`config.mk`:
```
export PLATFORM = sky130hd
export DESIGN_NAME = sge_div_stage
export DESIGN_NICKNAME = d
export VERILOG_FILES = /design/src/sv/sge_pkg.sv /design/src/sv/sge_div_stage.sv
export SDC_FILE = /design/constraint.sdc
export NUM_CORES = 1
export LEC_CHECK = 0
export BUFFER_PORTS_ARGS = -buffer_cell sky130_fd_sc_hd__buf_2
export CAP_MARGIN = 10
export CORE_AREA = 2 2 176 178
export CTS_BUF_LIST = sky130_fd_sc_hd__clkbuf_2 sky130_fd_sc_hd__clkbuf_4 sky130_fd_sc_hd__clkbuf_8
export CTS_CLUSTER_DIAMETER = 30
export DETAILED_ROUTE_END_ITERATION = 8
export DIE_AREA = 0 0 178 180
export GPL_TIMING_DRIVEN = 0
export PLACE_DENSITY = 0.79
export SETUP_SLACK_MARGIN = 0.2
export SLEW_MARGIN = 20
export SYNTH_ARGS = -nofsm -noshare
export SYNTH_HDL_FRONTEND = slang
export SYNTH_SLANG_ARGS = --single-unit
export TNS_END_PERCENT = 20
```
`constraint.sdc`:
```
create_clock -name clk_i -period 6.8 [get_ports clk_i]
set_clock_uncertainty 0.15 [all_clocks]
set_input_delay 1.36 -clock clk_i [delete_from_list [all_inputs] [get_ports clk_i]]
set_output_delay 1.36 -clock clk_i [all_outputs]
set_load 0.02 [all_outputs]
```
`src/sv/sge_pkg.sv`:
```
// Shared types and constants for the staggered glyph ease-out pipeline.
package sge_pkg;

  localparam logic [16:0] ONE_Q16     = 17'd65536;
  localparam logic [15:0] STAGGER_CAP = 16'd62259;

  // Register indexes on the config write port.
  typedef enum logic [2:0] {
    CFG_DURATION    = 3'd0,
    CFG_STAGGER     = 3'd1,
    CFG_TRAILING    = 3'd2,
    CFG_DELTA       = 3'd3,
    CFG_MANUAL_EN   = 3'd4,
    CFG_MANUAL_PROG = 3'd5
  } cfg_idx_e;

  typedef struct packed {
    logic [31:0]        duration_us;
    logic [15:0]        stagger_q16;
    logic [15:0]        trailing_q8_8;
    logic signed [23:0] slide_delta;
    logic               manual_enable;
    logic [16:0]        manual_progress;
  } cfg_t;

  localparam cfg_t CFG_RESET = '{
    duration_us:     32'd1,
    stagger_q16:     16'd0,
    trailing_q8_8:   16'd256,
    slide_delta:     24'sd0,
    manual_enable:   1'b0,
    manual_progress: 17'd0
  };

  // State carried through the two parallel restoring dividers.
  typedef struct packed {
    logic [31:0] dur;    // base divisor
    logic [31:0] brem;   // base partial remainder
    logic [15:0] bq;     // base quotient bits so far
    logic        bfull;  // base progress is exactly one
    logic [60:0] den;    // glyph divisor
    logic [60:0] grem;   // glyph partial remainder
    logic [15:0] gq;     // glyph quotient bits so far
    logic        gzero;  // glyph not started yet
    logic        gfull;  // glyph already finished
  } div_t;

endpackage

```
`src/sv/sge_div_stage.sv`:
```
// One restoring division step for both the base and the glyph progress.
module sge_div_stage (
  input  logic          clk_i,
  input  logic          rst_ni,
  input  logic          in_valid_i,
  output logic          in_ready_o,
  input  sge_pkg::div_t in_i,
  output logic          out_valid_o,
  input  logic          out_ready_i,
  output sge_pkg::div_t out_o
);
  import sge_pkg::*;

  logic        v_q, en;
  logic [61:0] g_sh, g_sub;
  logic [32:0] b_sh, b_sub;
  logic        g_ge, b_ge;
  div_t        st_d, st_q;

  assign en         = !v_q || out_ready_i;
  assign in_ready_o = en;

  always_comb begin
    g_sh    = {in_i.grem, 1'b0};
    g_sub   = g_sh - {1'b0, in_i.den};
    g_ge    = g_sh >= {1'b0, in_i.den};
    b_sh    = {in_i.brem, 1'b0};
    b_sub   = b_sh - {1'b0, in_i.dur};
    b_ge    = b_sh >= {1'b0, in_i.dur};
    st_d      = in_i;
    st_d.grem = g_ge ? g_sub[60:0] : g_sh[60:0];
    st_d.gq   = {in_i.gq[14:0], g_ge};
    st_d.brem = b_ge ? b_sub[31:0] : b_sh[31:0];
    st_d.bq   = {in_i.bq[14:0], b_ge};
  end

  always_ff @(posedge clk_i or negedge rst_ni) begin
    if (!rst_ni) begin
      v_q <= 1'b0;
    end else if (en) begin
      v_q <= in_valid_i;
    end
  end

  always_ff @(posedge clk_i) begin
    if (en && in_valid_i) begin
      st_q <= st_d;
    end
  end

  assign out_valid_o = v_q;
  assign out_o       = st_q;

endmodule

```
==> metrics.txt, run 1 <==
# TYPE chip_impl_metric gauge
chip_impl_info{name="run_status",value="completed"} 1
chip_impl_info{name="r2r_end",value="out_o[176]"} 1
chip_impl_metric{name="wl",unit="um"} 42400
chip_impl_metric{name="areaGrowthSynthToFinish",unit="%"} 31.4
chip_impl_metric{name="synth_sequential_area_ratio",unit="%"} 50.1
chip_impl_metric{name="post_cts_hold_buffers",unit=""} 0
chip_impl_metric{name="worstMarginPinSlew",unit="ps"} 873
chip_impl_metric{name="post_cts_resize_count",unit=""} 0
chip_impl_metric{name="floorplan.rows",unit=""} 64
chip_impl_metric{name="cts-buffers-inserted",unit=""} 53
chip_impl_info{name="worst_hold_startpoint",value="out_valid_o"} 1
chip_impl_metric{name="post-route-worst-setup-slack",unit="ps"} 2100
chip_impl_metric{name="fmaxAchievable",unit="MHz"} 213
chip_impl_metric{name="design.die.area",unit="mm2"} 0.0320
chip_impl_metric{name="final_layout_size_suffix_gt1_share",unit="%"} 31.7
chip_impl_info{name="grt_setup_unrepaired",value="false"} 1
chip_impl_info{name="postSynth.topFlopCell",value="sky130_fd_sc_hd__edfxtp_1"} 1
chip_impl_metric{name="dieWidth",unit="um"} 178
chip_impl_metric{name="critPathBufInv",unit=""} 2
chip_impl_metric{name="synth_async_sr_flop_share",unit="%"} 0.450
chip_impl_info{name="r2r_start",value="out_valid_o"} 1
chip_impl_metric{name="irDropWorstVdd",unit="uV"} 220
chip_impl_metric{name="critical_path.max_stage_delay",unit="ps"} 780
chip_impl_metric{name="finish.cell_count_without_fillers",unit=""} 2233
chip_impl_info{name="endpoint_kind",value="register"} 1
chip_impl_metric{name="hold_violations",unit=""} 0
chip_impl_metric{name="grt.total_usage",unit="%"} 25.4
chip_impl_metric{name="boundaryPins",unit=""} 448
chip_impl_metric{name="vias_per_cell",unit=""} 5.33
chip_impl_metric{name="drt.antenna.violating_nets",unit=""} 0
chip_impl_metric{name="syn_nets",unit=""} 1604
chip_impl_info{name="min_path_type",value="reg -> reg"} 1
chip_impl_info{name="crit_path_cell_trace",value="buf_2 -> inv_1 -> ha_1 -> a21oi_1 -> o21a_1 -> o2111a_1 -> o211ai_1 -> a221oi_1 -> o41ai_2 -> a221oi_2 -> o31ai_1 -> xor2_1 -> mux2_2"} 1
chip_impl_metric{name="placedCellCount",unit=""} 2129
chip_impl_metric{name="post_synth_inst_count",unit=""} 1284
chip_impl_metric{name="final.fill_count",unit=""} 2589
chip_impl_metric{name="gr-total-overflow",unit=""} 0
chip_impl_metric{name="pin_count_of_the_biggest_net_entering_global_routing",unit=""} 57
chip_impl_metric{name="finalSetupTns",unit="ps"} 0
chip_impl_metric{name="leakage",unit="nW"} 7.86
chip_impl_metric{name="grt_pass1_vias",unit=""} 12000
chip_impl_metric{name="gp_routability_congestion",unit=""} 0.909
chip_impl_metric{name="postCtsSetupRepairBufs",unit=""} 0
chip_impl_metric{name="setup.reg_to_reg.worst_slack",unit="ps"} 4810
chip_impl_metric{name="num-nets-final",unit=""} 2108
chip_impl_metric{name="dpl_worst_slack",unit="ps"} 1670
chip_impl_metric{name="clock-sinks",unit=""} 222
chip_impl_info{name="crit_slowest_cell",value="sky130_fd_sc_hd__a221oi_1"} 1
chip_impl_metric{name="average_wire_length_per_cell_after_detail_routing",unit="um"} 19.0
chip_impl_metric{name="crit_arrival",unit="ps"} 4870
chip_impl_metric{name="fp.dieH",unit="um"} 180
chip_impl_metric{name="design.core.area",unit="mm2"} 0.0302
chip_impl_metric{name="clock_path_buffers",unit=""} 3
chip_impl_metric{name="synth-edff-count",unit=""} 221
chip_impl_info{name="critical_path_class",value="in -> reg"} 1
chip_impl_info{name="holdPathEnd",value="out_valid_o"} 1
chip_impl_metric{name="grt_antenna_before_repair",unit=""} 10
chip_impl_metric{name="setup_viol",unit=""} 0
chip_impl_metric{name="synth_area",unit="mm2"} 0.0133
chip_impl_metric{name="synth.ff_latch_count",unit=""} 222
chip_impl_metric{name="count_of_maximum_capacitance_violations",unit=""} 0
chip_impl_metric{name="min_path_cells",unit=""} 2
chip_impl_info{name="critical_path.top_delay_family",value="compound AO/OA/AOI/OAI gates"} 1
chip_impl_metric{name="place.detailed.hpwl",unit="um"} 33400
chip_impl_metric{name="drcViolationCount",unit=""} 0
chip_impl_metric{name="slew_viol_final",unit=""} 0
chip_impl_metric{name="postSynthAreaPerCell",unit="um2"} 10.3
chip_impl_metric{name="cts.clk_slew.worst_paths",unit="ps"} 60
chip_impl_metric{name="drt_pre_antenna_iters",unit=""} 5
chip_impl_info{name="tritoncts",value="yes"} 1
chip_impl_metric{name="relSlewSlack",unit="%"} 41.8
chip_impl_metric{name="clock_latency",unit="ps"} 560
chip_impl_metric{name="layout_min_cycle_time",unit="ps"} 4700
chip_impl_metric{name="worst-endpoint-required",unit="ps"} 6970
chip_impl_metric{name="initial_core_util",unit="%"} 44.0
chip_impl_metric{name="grt_pass1_wl",unit="um"} 62700
chip_impl_metric{name="routed-via-count",unit=""} 11900
chip_impl_info{name="clock-root-buffer",value="sky130_fd_sc_hd__clkbuf_8"} 1
chip_impl_metric{name="drtIter0Drc",unit=""} 733
chip_impl_info{name="worstSetupStartpointType",value="input port"} 1
chip_impl_metric{name="rr_worst_depth",unit=""} 4
chip_impl_metric{name="synth_cell_type_count",unit=""} 61
chip_impl_metric{name="final.period_utilization",unit="%"} 69.1
chip_impl_metric{name="pwr_density_cell",unit="mW/mm2"} 269
chip_impl_metric{name="critical_path.max_fanout",unit=""} 5
chip_impl_metric{name="cts-htree-levels",unit=""} 2
chip_impl_metric{name="final_core_utilization",unit="%"} 57.8
chip_impl_metric{name="worst_case_hold_slack",unit="ps"} 399
chip_impl_metric{name="synth.yosys.warnings",unit=""} 0
chip_impl_metric{name="port-buffer-count",unit=""} 445
-- layout make-up --
cell class / count / area [um2] / share of cell area, %
antenna: 7 / 17.5 / 0.100
buffer: 46 / 196 / 1.13
clock buffer: 61 / 796 / 4.56
clock inverter: 36 / 519 / 2.97
inverter: 119 / 447 / 2.56
multi-input combinational: 897 / 5980 / 34.3
sequential: 222 / 6660 / 38.2
tap: 396 / 495 / 2.84
timing repair buffer: 449 / 2340 / 13.4
-- worst max path at each step --
stage | startpoint | to | slack, ps | depth (start not counted)
after floorplan | out_ready_i | out_o[0] | 1820 | 2
after global placement | out_ready_i | out_o[32] | 840 | 3
after detailed placement | in_i[99] | out_o[75] | 1670 | 13
after CTS | in_i[99] | out_o[75] | 2250 | 13
after global routing | in_i[99] | out_o[75] | 2030 | 13
final | in_i[99] | out_o[75] | 2100 | 13
-- cells by family (layout without fill, tap and decap cells) --
group / after synthesis / after routing / share of synthesized area, %
mux: 25 / 25 / 2.09
flops: 222 / 222 / 50.1
fa+ha+maj: 95 / 95 / 9.06
buf+inv: 165 / 711 / 4.84
compound gates: 370 / 370 / 17.2
xor+xnor: 80 / 80 / 5.27
other cells: 0 / 7 / 0
simple gates: 327 / 327 / 11.4
-- power breakdown --
part	switching, W	internal [W]
Sequential	0.0000281	0.00166
Clock	0.000678	0.00125
Combinational	0.000674	0.000404
Total	0.00138	0.00331
-- per-stage QoR --
step	area (um2)	total power [W]
floorplan	13300	0.00242
global placement	16000	0.00276
detailed placement	16100	0.00277
CTS	17400	0.00472
global route	17400	0.00489
finish	17500	0.00469
-- Yosys cell counts (3+ instances only) --
master | n | area [um2]
sky130_fd_sc_hd__nor2_1 | 121 | 454
sky130_fd_sc_hd__o21a_1 | 9 | 67.6
sky130_fd_sc_hd__a21oi_1 | 166 | 831
sky130_fd_sc_hd__a41o_1 | 3 | 30.0
sky130_fd_sc_hd__nand4_1 | 24 | 150
sky130_fd_sc_hd__mux2_1 | 12 | 135
sky130_fd_sc_hd__buf_2 | 13 | 65.1
sky130_fd_sc_hd__or3_1 | 4 | 25.0
sky130_fd_sc_hd__mux2i_1 | 3 | 30.0
sky130_fd_sc_hd__nor2b_1 | 15 | 93.8
sky130_fd_sc_hd__a211oi_1 | 10 | 75.1
sky130_fd_sc_hd__nand3_1 | 18 | 90.1
sky130_fd_sc_hd__a21o_1 | 49 | 368
sky130_fd_sc_hd__nand2b_1 | 14 | 87.6
sky130_fd_sc_hd__nand2_1 | 80 | 300
sky130_fd_sc_hd__o21bai_1 | 15 | 113
sky130_fd_sc_hd__edfxtp_1 | 221 | 6640
sky130_fd_sc_hd__o211ai_1 | 6 | 45.0
sky130_fd_sc_hd__and2_1 | 8 | 50.1
sky130_fd_sc_hd__a221o_1 | 3 | 30.0
sky130_fd_sc_hd__inv_1 | 119 | 447
sky130_fd_sc_hd__and3_1 | 10 | 62.6
sky130_fd_sc_hd__xnor2_1 | 50 | 438
sky130_fd_sc_hd__o31a_1 | 4 | 35.0
sky130_fd_sc_hd__a31oi_1 | 8 | 50.1
sky130_fd_sc_hd__o21ai_0 | 48 | 240
sky130_fd_sc_hd__o21ai_1 | 10 | 50.1
sky130_fd_sc_hd__nor4_1 | 4 | 25.0
sky130_fd_sc_hd__a21boi_0 | 3 | 22.5
sky130_fd_sc_hd__a311oi_1 | 3 | 26.3
sky130_fd_sc_hd__ha_1 | 93 | 1160
sky130_fd_sc_hd__or4_1 | 4 | 30.0
sky130_fd_sc_hd__mux2_2 | 10 | 113
sky130_fd_sc_hd__clkbuf_1 | 31 | 116
sky130_fd_sc_hd__xor2_1 | 30 | 263
sky130_fd_sc_hd__o31ai_1 | 5 | 37.5
sky130_fd_sc_hd__a31o_2 | 5 | 43.8
sky130_fd_sc_hd__o2111ai_1 | 3 | 26.3
sky130_fd_sc_hd__nor3_1 | 19 | 95.1
-- cells in the final DEF (no fill, tap or decap), types with 12 or more instances in the layout --
cell type	netlist	layout
sky130_fd_sc_hd__bufinv_16	0	12
sky130_fd_sc_hd__nand2b_1	14	14
sky130_fd_sc_hd__edfxtp_1	221	221
sky130_fd_sc_hd__clkbuf_8	0	54
sky130_fd_sc_hd__a21o_1	49	49
sky130_fd_sc_hd__nor2b_1	15	15
sky130_fd_sc_hd__ha_1	93	93
sky130_fd_sc_hd__o21bai_1	15	15
sky130_fd_sc_hd__nand3_1	18	18
sky130_fd_sc_hd__nor2_1	121	121
sky130_fd_sc_hd__nand2_1	80	80
sky130_fd_sc_hd__inv_1	119	119
sky130_fd_sc_hd__nand4_1	24	24
sky130_fd_sc_hd__xor2_1	30	30
sky130_fd_sc_hd__nor3_1	19	19
sky130_fd_sc_hd__a21oi_1	166	166
sky130_fd_sc_hd__o21ai_0	48	48
sky130_fd_sc_hd__buf_2	13	458
sky130_fd_sc_hd__xnor2_1	50	50
sky130_fd_sc_hd__mux2_1	12	12
sky130_fd_sc_hd__clkbuf_1	31	31
-- registers in the layout, summed over array words and instances, names as in the netlist --
register,flops
out_o,221
out_valid_o,1
-- per-layer routing --
| layer | global-route usage [%] | share of wire, % |
|---|---|---|
| met5 | 0 | 0.085 |
| met1 | 25.8 | 35 |
| met4 | 11.8 | 4.5 |
| met2 | 46.2 | 51 |
| met3 | 8.52 | 9.9 |
-- worst min-delay path, stage by stage, from the launching register on --
cell	delay (ps)
sky130_fd_sc_hd__dfrtp_1	340
sky130_fd_sc_hd__nand2b_1	90
sky130_fd_sc_hd__nand2b_1	80
(Power assumes the default switching activity.)
==> inputs of run 2 (changes only) <==
Clock period 6.8 ns to 4.7 ns, I/O delays scaled along.
==> metrics.txt, run 2 (synthesized netlist as in run 1, its figures left out) <==
# TYPE chip_impl_metric gauge
chip_impl_metric{name="leakage",unit="nW"} 7.77
chip_impl_metric{name="post_cts_resize_count",unit=""} 0
chip_impl_metric{name="port-buffer-count",unit=""} 445
chip_impl_info{name="critical_path_class",value="in -> reg"} 1
chip_impl_info{name="min_path_type",value="in -> reg"} 1
chip_impl_info{name="top_usage_layer",value="met2"} 1
chip_impl_metric{name="grt_pass1_vias",unit=""} 12100
chip_impl_metric{name="placedCellCount",unit=""} 2129
chip_impl_metric{name="final.period_utilization",unit="%"} 88.8
chip_impl_metric{name="critical_path_depth",unit=""} 13
chip_impl_metric{name="pwr_density_cell",unit="mW/mm2"} 369
chip_impl_metric{name="count_of_maximum_capacitance_violations",unit=""} 0
chip_impl_metric{name="use_met1",unit="%"} 27.9
chip_impl_metric{name="finalSetupTns",unit="ps"} 0
chip_impl_metric{name="pin_count_of_the_biggest_net_entering_global_routing",unit=""} 63
chip_impl_metric{name="slew_viol_final",unit=""} 0
chip_impl_metric{name="wl",unit="um"} 42200
chip_impl_metric{name="grt_pass1_wl",unit="um"} 64600
chip_impl_info{name="clock-root-buffer",value="sky130_fd_sc_hd__clkbuf_8"} 1
chip_impl_metric{name="critPathBufInv",unit=""} 4
chip_impl_metric{name="fp.dieH",unit="um"} 180
chip_impl_metric{name="drt_pre_antenna_iters",unit=""} 4
chip_impl_metric{name="drcViolationCount",unit=""} 0
chip_impl_metric{name="dieWidth",unit="um"} 178
chip_impl_metric{name="design.core.area",unit="mm2"} 0.0302
chip_impl_info{name="crit_slowest_cell",value="sky130_fd_sc_hd__a2111oi_1"} 1
chip_impl_metric{name="average_wire_length_per_cell_after_detail_routing",unit="um"} 19.0
chip_impl_info{name="endpoint_kind",value="register"} 1
chip_impl_metric{name="global_route.usage.met2",unit="%"} 47.1
chip_impl_metric{name="critical_path.max_stage_delay",unit="ps"} 520
chip_impl_metric{name="finish.cell_count_without_fillers",unit=""} 2224
chip_impl_info{name="critical_path.top_delay_family",value="compound AO/OA/AOI/OAI gates"} 1
chip_impl_metric{name="setup_viol",unit=""} 0
chip_impl_metric{name="clock_latency",unit="ps"} 570
chip_impl_metric{name="final_layout_size_suffix_gt1_share",unit="%"} 31.3
chip_impl_info{name="layout.cells.most_common_list",value="sky130_fd_sc_hd__buf_2, sky130_fd_sc_hd__edfxtp_1, sky130_fd_sc_hd__a21oi_1"} 1
chip_impl_metric{name="grt_met3_usage",unit="%"} 7.78
chip_impl_info{name="critPathMostFrequentCell",value="sky130_fd_sc_hd__buf_2"} 1
chip_impl_info{name="run_status",value="completed"} 1
chip_impl_metric{name="vias_per_cell",unit=""} 5.36
chip_impl_metric{name="initial_core_util",unit="%"} 44.0
chip_impl_metric{name="cts.clk_slew.worst_paths",unit="ps"} 60
chip_impl_info{name="tritoncts",value="yes"} 1
chip_impl_metric{name="largest_register_ff_count",unit=""} 221
chip_impl_metric{name="boundaryPins",unit=""} 448
chip_impl_metric{name="crit_arrival",unit="ps"} 4370
chip_impl_metric{name="cts-buffers-inserted",unit=""} 51
chip_impl_metric{name="drt.antenna.violating_nets",unit=""} 0
chip_impl_metric{name="areaGrowthSynthToFinish",unit="%"} 29.8
chip_impl_metric{name="cts-htree-levels",unit=""} 2
chip_impl_info{name="worstSetupStartpointType",value="input port"} 1
chip_impl_metric{name="min_path_cells",unit=""} 1
chip_impl_metric{name="clock-sinks",unit=""} 222
chip_impl_metric{name="critical_path.max_fanout",unit=""} 10
chip_impl_metric{name="worstMarginPinSlew",unit="ps"} 862
chip_impl_metric{name="hold_violations",unit=""} 0
chip_impl_metric{name="relSlewSlack",unit="%"} 42.5
chip_impl_metric{name="routed-via-count",unit=""} 11900
chip_impl_metric{name="final_cell_area",unit="mm2"} 0.0172
chip_impl_metric{name="gp_routability_congestion",unit=""} 0.882
chip_impl_info{name="grt_setup_unrepaired",value="false"} 1
chip_impl_metric{name="irDropWorstVdd",unit="uV"} 228
chip_impl_metric{name="design.die.area",unit="mm2"} 0.0320
chip_impl_metric{name="detailed_place.area",unit="mm2"} 0.0161
chip_impl_metric{name="fmaxAchievable",unit="MHz"} 240
chip_impl_metric{name="floorplan.rows",unit=""} 64
chip_impl_metric{name="layout_min_cycle_time",unit="ps"} 4170
chip_impl_info{name="crit_path_cell_trace",value="buf_2 -> ha_1 -> inv_1 -> nor2_1 -> a2111oi_1 -> a21oi_1 -> a31oi_1 -> o2111ai_1 -> nand4_1 -> nand2_1 -> buf_2 -> buf_2 -> a21oi_1"} 1
chip_impl_metric{name="gr-total-overflow",unit=""} 0
chip_impl_metric{name="clock_path_buffers",unit=""} 3
chip_impl_metric{name="final.fill_count",unit=""} 2619
chip_impl_metric{name="worst-endpoint-required",unit="ps"} 4900
chip_impl_metric{name="num-nets-final",unit=""} 2107
chip_impl_metric{name="power",unit="W"} 0.00637
chip_impl_metric{name="grt.total_usage",unit="%"} 25.9
chip_impl_metric{name="postCtsSetupRepairBufs",unit=""} 0
chip_impl_metric{name="drtIter0Drc",unit=""} 621
chip_impl_metric{name="place.detailed.hpwl",unit="um"} 33700
chip_impl_metric{name="grt_antenna_before_repair",unit=""} 8
chip_impl_metric{name="rr_worst_depth",unit=""} 4
chip_impl_info{name="layout.cells.most_common",value="sky130_fd_sc_hd__buf_2"} 1
## run 2: cell types whose count changed in the layout (fill, tap and decap cells not counted), moves of 2 or more
cell | previous run | this run
sky130_fd_sc_hd__bufinv_16 | 12 | 6
sky130_fd_sc_hd__clkbuf_4 | 7 | 4
sky130_fd_sc_hd__clkinv_1 | 4 | 8
sky130_fd_sc_hd__clkinvlp_4 | 10 | 8
sky130_fd_sc_hd__diode_2 | 7 | 3
## run 2: what timing repair did
action	in CTS	in global routing
hold endpoints to repair	1	0
hold buffers	1	0
setup endpoints to repair	0	0
## run 2: per-stage QoR
stage	utilization (%)	hold WS, ps	setup slack (ps)
after global routing	57.1	350	351
after floorplan	-	494	872
final	57.1	387	527
after global placement	53.0	366	40.6
after detailed placement	53.4	394	37.2
after CTS	57.1	350	654
## run 2: path summary, 6_finish.rpt
check	startpoint	end	slack, ps
worst max register to register	out_valid_o	out_o[90]	2750
worst min register to register	out_valid_o	out_valid_o	400
min in group asynchronous	rst_ni	out_valid_o	520
max in group asynchronous	rst_ni	out_valid_o	3800
worst min-delay path	in_i[128]	out_o[128]	390
worst max-delay path	in_i[161]	out_o[174]	530
## run 2: power breakdown
group          switching [W]  total [W]  internal [W]
Sequential         0.0000412    0.00244       0.00240
Combinational       0.000971    0.00155      0.000583
Clock               0.000947    0.00237       0.00143
Total                0.00196    0.00637       0.00441
## run 2: area by class of cell
cell class | count | area [um2] | share of cell area (%)
Inverter | 119 | 447 | 2.59
Buffer | 46 | 196 | 1.14
Timing Repair Buffer | 450 | 2340 | 13.6
Clock inverter | 34 | 353 | 2.05
Sequential cell | 222 | 6660 | 38.6
Multi-Input combinational cell | 897 | 5980 | 34.7
Tap cell | 396 | 495 | 2.87
Antenna cell | 3 | 7.51 | 0.0435
Clock buffer | 57 | 759 | 4.40
## run 2: worst register-to-register path: stages, from the launching register on
cell and delay (ps):
sky130_fd_sc_hd__dfrtp_1 370, sky130_fd_sc_hd__nand2b_1 120, sky130_fd_sc_hd__and2_4 360, sky130_fd_sc_hd__buf_12 290, sky130_fd_sc_hd__buf_16 290
## run 2: per-layer routing
layer  wire length (um)  part of all wire [%]
met3               3760                   8.9
met2              21800                    52
met5                 57                  0.13
met4               1250                   2.9
met1              15400                    36
==> inputs of run 3 (changes only) <==
==> constraint.sdc (replaced) <==
create_clock -name clk_i -period 4.7 [get_ports clk_i]
set_clock_uncertainty 0.15 [all_clocks]
set_input_delay 0.705 -clock clk_i [delete_from_list [all_inputs] [get_ports clk_i]]
set_output_delay 0.705 -clock clk_i [all_outputs]
set_load 0.02 [all_outputs]
==> metrics.txt, run 3 (synthesized netlist as in run 1, its figures left out) <==
# TYPE chip_impl_metric gauge
chip_impl_info{name="run_status",value="completed"} 1
chip_impl_metric{name="drcViolationCount",unit=""} 0
chip_impl_metric{name="post_cts_resize_count",unit=""} 0
chip_impl_metric{name="pin_count_of_the_biggest_net_entering_global_routing",unit=""} 57
chip_impl_info{name="min_path_type",value="in -> reg"} 1
chip_impl_metric{name="areaGrowthSynthToFinish",unit="%"} 31.4
chip_impl_metric{name="worst-endpoint-required",unit="ps"} 4870
chip_impl_metric{name="grt.total_usage",unit="%"} 25.4
chip_impl_metric{name="grt_antenna_before_repair",unit=""} 10
chip_impl_metric{name="initial_core_util",unit="%"} 44.0
chip_impl_metric{name="fmaxAchievable",unit="MHz"} 247
chip_impl_metric{name="dpl_worst_slack",unit="ps"} 225
chip_impl_info{name="crit_path_cell_trace",value="buf_2 -> inv_1 -> ha_1 -> a21oi_1 -> o21a_1 -> o2111a_1 -> o211ai_1 -> a221oi_1 -> o41ai_2 -> a221oi_2 -> o31ai_1 -> xor2_1 -> mux2_2"} 1
chip_impl_metric{name="port-buffer-count",unit=""} 445
chip_impl_metric{name="drt_pre_antenna_iters",unit=""} 5
chip_impl_metric{name="crit_arrival",unit="ps"} 4220
chip_impl_metric{name="postCtsSetupRepairBufs",unit=""} 0
chip_impl_metric{name="grt_pass1_wl",unit="um"} 62700
chip_impl_metric{name="post-route-worst-setup-slack",unit="ps"} 651
chip_impl_info{name="layout.cells.most_common",value="sky130_fd_sc_hd__buf_2"} 1
chip_impl_metric{name="drtIter0Drc",unit=""} 669
chip_impl_metric{name="routed-via-count",unit=""} 11900
chip_impl_metric{name="placedCellCount",unit=""} 2129
chip_impl_metric{name="gr-total-overflow",unit=""} 0
chip_impl_info{name="tritoncts",value="yes"} 1
chip_impl_metric{name="gp_routability_congestion",unit=""} 0.909
chip_impl_metric{name="setup_viol",unit=""} 0
chip_impl_metric{name="cts-htree-levels",unit=""} 2
chip_impl_metric{name="dieWidth",unit="um"} 178
chip_impl_metric{name="critPathBufInv",unit=""} 2
chip_impl_metric{name="vias_per_cell",unit=""} 5.32
chip_impl_metric{name="clock-sinks",unit=""} 222
chip_impl_metric{name="place.detailed.hpwl",unit="um"} 33400
chip_impl_metric{name="clock_path_buffers",unit=""} 3
chip_impl_info{name="layout.cells.most_common_list",value="sky130_fd_sc_hd__buf_2, sky130_fd_sc_hd__edfxtp_1, sky130_fd_sc_hd__a21oi_1"} 1
chip_impl_metric{name="leakage",unit="nW"} 7.87
chip_impl_metric{name="worstMarginPinSlew",unit="ps"} 871
chip_impl_metric{name="largest_register_ff_count",unit=""} 221
chip_impl_info{name="critical_path.top_delay_family",value="compound AO/OA/AOI/OAI gates"} 1
chip_impl_metric{name="floorplan.rows",unit=""} 64
chip_impl_info{name="crit_slowest_cell",value="sky130_fd_sc_hd__a221oi_1"} 1
chip_impl_metric{name="hold_violations",unit=""} 0
chip_impl_metric{name="grt_pass1_vias",unit=""} 12000
chip_impl_metric{name="relSlewSlack",unit="%"} 42.0
chip_impl_metric{name="finalSetupTns",unit="ps"} 0
chip_impl_metric{name="design.die.area",unit="mm2"} 0.0320
chip_impl_metric{name="average_wire_length_per_cell_after_detail_routing",unit="um"} 19.0
chip_impl_metric{name="final_layout_size_suffix_gt1_share",unit="%"} 31.7
chip_impl_metric{name="final.fill_count",unit=""} 2589
chip_impl_metric{name="fp.dieH",unit="um"} 180
chip_impl_metric{name="critical_path.max_fanout",unit=""} 5
chip_impl_metric{name="num-nets-final",unit=""} 2109
chip_impl_metric{name="layout_min_cycle_time",unit="ps"} 4050
chip_impl_metric{name="boundaryPins",unit=""} 448
chip_impl_metric{name="slew_viol_final",unit=""} 0
chip_impl_metric{name="pwr_density_cell",unit="mW/mm2"} 388
chip_impl_metric{name="finish.cell_count_without_fillers",unit=""} 2233
chip_impl_metric{name="irDropWorstVdd",unit="uV"} 319
chip_impl_info{name="grt_setup_unrepaired",value="false"} 1
chip_impl_metric{name="critical_path.max_stage_delay",unit="ps"} 780
chip_impl_metric{name="drt.antenna.violating_nets",unit=""} 0
chip_impl_info{name="endpoint_kind",value="register"} 1
chip_impl_metric{name="cts.clk_slew.worst_paths",unit="ps"} 60
chip_impl_metric{name="count_of_maximum_capacitance_violations",unit=""} 0
chip_impl_info{name="critical_path_class",value="in -> reg"} 1
chip_impl_metric{name="clock_latency",unit="ps"} 560
chip_impl_metric{name="wl",unit="um"} 42300
chip_impl_metric{name="design.core.area",unit="mm2"} 0.0302
chip_impl_info{name="clock-root-buffer",value="sky130_fd_sc_hd__clkbuf_8"} 1
chip_impl_info{name="worstSetupStartpointType",value="input port"} 1
chip_impl_metric{name="cts-buffers-inserted",unit=""} 53
chip_impl_metric{name="final.period_utilization",unit="%"} 86.1
[run 3: cell types whose count changed in the layout (fill, tap and decap cells not counted)]
cell,change
sky130_fd_sc_hd__clkbuf_4,+3
sky130_fd_sc_hd__clkinvlp_4,+2
sky130_fd_sc_hd__clkinv_4,-1
sky130_fd_sc_hd__clkinv_2,-1
sky130_fd_sc_hd__diode_2,+3
sky130_fd_sc_hd__buf_16,+1
sky130_fd_sc_hd__clkinv_1,-4
sky130_fd_sc_hd__clkbuf_8,+1
sky130_fd_sc_hd__bufinv_16,+6
sky130_fd_sc_hd__buf_12,-1
[run 3: worst paths after layout]
| kind | from | end | slack, ps | depth (start not counted) |
|---|---|---|---|---|
| worst min register to register | out_valid_o | out_valid_o | 400 | 2 |
| worst max-delay path | in_i[99] | out_o[75] | 650 | 13 |
| max in group asynchronous | rst_ni | out_valid_o | 3980 | 2 |
| worst max register to register | out_valid_o | out_o[176] | 2720 | 4 |
| min in group asynchronous | rst_ni | out_valid_o | 340 | 2 |
| worst min-delay path | in_i[98] | out_o[98] | 160 | 1 |
[run 3: metal layers]
metal / part of all wire [%] / GRT usage, % / vias up
met3: 9.9 / 8.52 / 116
met5: 0.085 / 0 / -
met1: 35 / 25.8 / 5523
met4: 4.6 / 11.8 / 6
li1: - / - / 5712
met2: 51 / 46.3 / 528
[run 3: stage by stage]
| stage | instance area (um2) | utilization (%) | power, W | hold slack, ps |
|---|---|---|---|---|
| 6_report | 17500 | 57.8 | 0.00678 | 160 |
| 3_5_place_dp | 16100 | 53.4 | 0.00401 | 336 |
| 2_1_floorplan | 13300 | - | 0.00350 | 259 |
| 3_3_place_gp | 16000 | 53.0 | 0.00399 | 331 |
| 4_1_cts | 17400 | 57.8 | 0.00682 | 129 |
| 5_1_grt | 17400 | 57.8 | 0.00708 | 132 |
[run 3: power by group]
group          switching [W]  total, W  internal (W)
Combinational       0.000974   0.00156      0.000585
Sequential         0.0000409   0.00244       0.00240
Clock               0.000981   0.00279       0.00181
Total                0.00200   0.00678       0.00479
[run 3: what timing repair did]
action / in CTS / in global routing
setup endpoints to repair: 0 / 0
hold buffers: 1 / 0
hold endpoints to repair: 1 / 0
[run 3: final cells by class]
cell class	count	area, um2	share of cell area [%]
Sequential cell	222	6660	38.1
Multi-Input combinational cell	897	5980	34.3
Timing Repair Buffer	450	2350	13.4
Clock buffer	61	796	4.56
Clock inverter	36	519	2.97
Tap cell	396	495	2.84
Inverter	119	447	2.56
Buffer	46	196	1.12
Antenna cell	6	15.0	0.0860
